--- config.mk ---
export PLATFORM = sky130hd
export DESIGN_NAME = djt_phase
export DESIGN_NICKNAME = d
export VERILOG_FILES = /design/src/rtl/djt_pkg.sv /design/src/rtl/djt_phase.sv
export SDC_FILE = /design/constraint.sdc
export NUM_CORES = 1
export LEC_CHECK = 0
export BUFFER_PORTS_ARGS = -buffer_cell sky130_fd_sc_hd__buf_4
export CAP_MARGIN = 20
export CORE_MARGIN = 8
export CORE_UTILIZATION = 60
export DETAILED_ROUTE_END_ITERATION = 10
export PLACE_DENSITY = 0.87
export SYNTH_ARGS = -nofsm -noshare
export SYNTH_HDL_FRONTEND = slang
export SYNTH_SLANG_ARGS = --single-unit
--- constraint.sdc ---
create_clock -name clk -period 16.8 [get_ports clk]
set_input_delay 3.36 -clock clk [delete_from_list [all_inputs] [get_ports clk]]
set_output_delay 3.36 -clock clk [all_outputs]
set_load 0.01 [all_outputs]
--- src/rtl/djt_pkg.sv ---
// Shared constants and types for the joint transform pipeline.
// Used by every module of the block; depends on nothing.
package djt_pkg;

  // Pipeline depths of the parts.
  localparam int PHASE_STAGES = 3;
  localparam int CORDIC_STEPS = 30;
  localparam int MUL_STAGES = 2;

  // Start value of the CORDIC x path: the inverse gain in Q2.30.
  localparam logic [31:0] CORDIC_X0 = 32'd652032874;

  // About 2^64 / (2*pi); turns radians into a fraction of a turn.
  localparam logic [63:0] INV_TWO_PI_Q64 = 64'd2935890503282001226;

  // Arctangent of 2^-i as a fraction of a turn, 2^32 per turn.
  localparam logic [29:0] ATAN_TURNS [CORDIC_STEPS] = '{
    30'h20000000, 30'h12E4051E, 30'h09FB385B, 30'h051111D4, 30'h028B0D43,
    30'h0145D7E1, 30'h00A2F61E, 30'h00517C55, 30'h0028BE53, 30'h00145F2F,
    30'h000A2F98, 30'h000517CC, 30'h00028BE6, 30'h000145F3, 30'h0000A2FA,
    30'h0000517D, 30'h000028BE, 30'h0000145F, 30'h00000A30, 30'h00000518,
    30'h0000028C, 30'h00000146, 30'h000000A3, 30'h00000051, 30'h00000029,
    30'h00000014, 30'h0000000A, 30'h00000005, 30'h00000003, 30'h00000001
  };

  // Configuration register indexes.
  typedef enum logic [2:0] {
    CFG_JOINT_KIND     = 3'd0,
    CFG_FIXED_THETA    = 3'd1,
    CFG_FIXED_OFFSET_D = 3'd2,
    CFG_TWIST_ALPHA    = 3'd3,
    CFG_LINK_LENGTH_A  = 3'd4
  } cfg_idx_t;

endpackage

--- src/rtl/djt_phase.sv ---
// Angle to phase reduction: radians times 1/(2*pi), folded to the right half plane.
// Three register stages; depends on djt_pkg.
module djt_phase import djt_pkg::*; #(
  parameter int FRAC_BITS = 16
) (
  input  logic                    clk,
  input  logic [PHASE_STAGES-1:0] en,
  input  logic signed [31:0]      angle,
  output logic signed [31:0]      phase_z,
  output logic                    phase_flip
);

  localparam logic [63:0] KP = INV_TWO_PI_Q64 >> FRAC_BITS;
  localparam logic [23:0] KP_LO = KP[23:0];
  localparam logic [31:0] KP_HI = 32'(KP >> 24);

  logic signed [56:0] plo_nxt, plo_r;
  logic signed [64:0] phi_full;
  logic [39:0]        phi_r;
  logic [63:0]        sum;
  logic [31:0]        phase_r;
  logic               flip;
  logic signed [31:0] z_r;
  logic               flip_r;

  // Stage one: two partial products of the angle and the turn constant.
  assign plo_nxt  = angle * $signed({1'b0, KP_LO});
  assign phi_full = angle * $signed({1'b0, KP_HI});

  always_ff @(posedge clk) begin
    if (en[0]) begin
      plo_r <= plo_nxt;
      phi_r <= phi_full[39:0];
    end
  end

  // Stage two: combine the partial products, keep the upper word as phase.
  assign sum = {{7{plo_r[56]}}, plo_r} + {phi_r, 24'b0};

  always_ff @(posedge clk) begin
    if (en[1]) begin
      phase_r <= sum[63:32];
    end
  end

  // Stage three: rotate the second and third quadrants by half a turn.
  assign flip = phase_r[31] ^ phase_r[30];

  always_ff @(posedge clk) begin
    if (en[2]) begin
      z_r    <= $signed({phase_r[31] ^ flip, phase_r[30:0]});
      flip_r <= flip;
    end
  end

  assign phase_z    = z_r;
  assign phase_flip = flip_r;

endmodule

==> results.sh <==
export IMPL_period_share_pct=59.4
export IMPL_critPathCaptureType="flop"
export IMPL_io_pins=69
export IMPL_final_common_cell="inv_1"
export IMPL_wl_um=67800
export IMPL_rsz0062_at_grt="false"
export IMPL_cts_sinks=128
export IMPL_synth_seq_cells=128
export IMPL_clock_latency_ns=0.43
export IMPL_slew_headroom_pct=40.4
export IMPL_worst_setup_path_type="input pin to flop"
export IMPL_start_kind="input pin"
export IMPL_most_common_layout_cells="773 x inv_1, 482 x fa_1, 419 x ha_1"
export IMPL_r2r_setup_slack_ns=13.69
export IMPL_ant_nets=0
export IMPL_r2r_cells=10
export IMPL_die_h_um=225
export IMPL_port_buffers=68
export IMPL_cts_buffers=17
export IMPL_synth_edf_count=128
export IMPL_whs_ns=0.413
export IMPL_synth_cell_types=70
export IMPL_synth_main_ff_cell="edfxtp_1"
export IMPL_cts_reportedPaths_clkPinSlew_ns=0.05
export IMPL_critical_path_arrival_ns=10.15
export IMPL_min_delay_start="phase_r[17]$_DFFE_PP_"
export IMPL_crit_family="adder cells"
export IMPL_final_nets=3521
export IMPL_synth_warnings=0
export IMPL_status="completed"
export IMPL_max_freq_ghz=0.100
export IMPL_postSynthCellCount=2522
export IMPL_place_hpwl_um=60500
export IMPL_route_detailed_drc=0
export IMPL_first_global_vias=19200
export IMPL_cp_num_buf_inv=7
export IMPL_met2_usage_pct=44.7
export IMPL_cts_setup_buffers=0
export IMPL_gp_congestion=1.01
export IMPL_root_buffer="clkbuf_16"
export IMPL_r2r_start="plo_r[34]$_DFFE_PP_"
export IMPL_num_rows=76
export IMPL_diodes=0
export IMPL_first_iter_violations=1342
export IMPL_grt_pass1_wl_um=107000
export IMPL_postSynthAreaPerCell_um2=10.4
export IMPL_use_met3_pct=5.65
export IMPL_wire_per_inst_um=21.3
export IMPL_antenna_found_initial=0
export IMPL_final_max_slew_violation_count=0
export IMPL_worstMarginPinSlew_ns=0.885
export IMPL_coreArea_um2=43200
export IMPL_yosysSeqAreaShare_pct=14.6
export IMPL_fin_tns_setup_ns=0
export IMPL_grtUsageMet1_pct=36.8
export IMPL_worstPathMaxFanout=47
export IMPL_critPathMaxStageDelay_ns=0.56
export IMPL_clock_skew_ns=0.0108
export IMPL_min_to="phase_z[17]$_DFFE_PP_"
export IMPL_crit_chain="buf_4, inv_1, fa_1, inv_1, ha_1, inv_1, fa_1, inv_1, fa_1, fa_1, fa_1, inv_1, fa_1, inv_1, ha_1, a2111oi_0, o21ai_1, o22ai_2, nand3_1, o21ai_2, a41oi_2, a31o_2, a21oi_2, xnor2_1"
export IMPL_die_area_um2=50700
export IMPL_synthTopCellsByArea="fa_1 37%, ha_1 20%, edfxtp_1 15%, inv_1 11%, xnor2_1 3.2%"
export IMPL_cap_violations=0
export IMPL_grt_max_degree=64
export IMPL_hold_viol=0
export IMPL_htreeDepth=4
export IMPL_seq_area_um2=3840
export IMPL_hold_path_class="flop to flop"
export IMPL_cpMaxStageDelayCell="fa_1"
export IMPL_grt_busiest_layer="met2"
export IMPL_drive_gt1_share_pct=4.51
export IMPL_crit_required_ns=16.97
export IMPL_synth_top_area_share_pct=36.8
export IMPL_syn_nets=3459
export IMPL_ys_async_sr_fraction_pct=0
export IMPL_cts_tree="done"
export IMPL_syn_area_um2=26200
export IMPL_hold_buffers=0
export IMPL_worstHoldPathCells=0
export IMPL_multiInputGateArea_um2=19400
export IMPL_grt_usage_pct=27.7
export IMPL_route_vias_total=17700
export IMPL_grt_overflow=0
export IMPL_fillCellCount=3386
export IMPL_layout_area_overhead_vs_synth_pct=6.39
export IMPL_initial_core_util_pct=60.8
export IMPL_first_pass_iters=8
export IMPL_die_x_um=225
export IMPL_r2r_end="phase_r[28]$_DFFE_PP_"
export IMPL_routed_via_density=5.56
export IMPL_ctsLongestPathBuffers=2
export IMPL_period_minus_slack_ns=9.97
export IMPL_ctsResizeCount=0
export IMPL_final_setup_viol_count=0
export IMPL_synth_top_area_cell="fa_1"
[kinds of logic (layout without fill, tap and decap cells)]
logic type | count (synthesis) | after routing | share of synthesized area [%]
AOI/OAI and AO/OA | 305 | 305 | 7.70
xor gates and xnor gates | 155 | 155 | 5.17
adders and majority gates | 901 | 901 | 56.7
buffers and inverters | 798 | 872 | 11.4
DFF | 128 | 128 | 14.6
muxes | 4 | 4 | 0.167
and+or+nand+nor | 231 | 231 | 4.17
[metrics by stage]
stage / setup WS, ns / utilization [%] / instances / instance area, um^2
2_1_floorplan: 7.83 / - / 2522 / 26200
3_5_place_dp: 6.44 / 63.5 / 3150 / 27400
6_report: 6.83 / 64.7 / 3181 / 27900
3_3_place_gp: 6.61 / 63.5 / 3150 / 27400
5_1_grt: 6.54 / 64.7 / 3181 / 27900
4_1_cts: 6.89 / 64.7 / 3181 / 27900
[how the worst max path moves through the flow]
stage	startpoint	end	slack, ns	cells after the start
floorplan	angle[31]	plo_r[55]$_DFFE_PP_	7.83	23
global placement	angle[31]	plo_r[55]$_DFFE_PP_	6.61	24
detailed placement	angle[31]	plo_r[55]$_DFFE_PP_	6.44	24
CTS	angle[31]	plo_r[55]$_DFFE_PP_	6.89	24
global route	angle[31]	plo_r[55]$_DFFE_PP_	6.54	24
finish	angle[31]	plo_r[55]$_DFFE_PP_	6.83	24
[state kept, by name, summed over array words and instances, names as in the netlist]
name,cells
plo_r,29
phase_flip,1
phase_z,32
phi_r,34
phase_r,32
[layout make-up]
class / instances / area share, %
repair buffers: 68 / 1.83
multi-input cells: 1596 / 69.5
clock inverters: 12 / 0.341
clock buffers: 19 / 1.55
well taps: 585 / 2.62
flip-flops and latches: 128 / 13.8
inverters: 773 / 10.4
[layer usage]
metal  vias to the layer above  share of wire (%)
met2                       625                 47
met5                         -                  0
met3                       128                7.6
met4                         0                4.0
li1                       7985                  -
met1                      8949                 42
[synthesized netlist by cell type (3+ instances only)]
master / count
o211ai_1: 12
o31a_1: 3
nor3_1: 17
o21a_1: 9
o31ai_1: 3
and2_1: 5
nand2b_1: 7
ha_1: 419
and3_1: 10
fa_1: 482
a21oi_2: 3
nor2_1: 53
and4_1: 6
a31oi_1: 11
a21boi_0: 3
o21ai_0: 41
o21bai_1: 12
a211oi_1: 8
mux2_2: 3
xnor2_1: 96
inv_1: 773
o221ai_1: 3
nand2_1: 82
nor3b_1: 3
a21o_1: 40
nand3_1: 21
o21ai_1: 9
xor2_1: 59
clkbuf_1: 25
or3_1: 3
a2111oi_0: 3
a31o_1: 3
nor2b_1: 8
a21oi_1: 107
nand4_1: 4
a211o_1: 3
edfxtp_1: 128
Power is not shown: default switching activity piles up to over one toggle a cycle in this logic, so the estimate is an artifact.
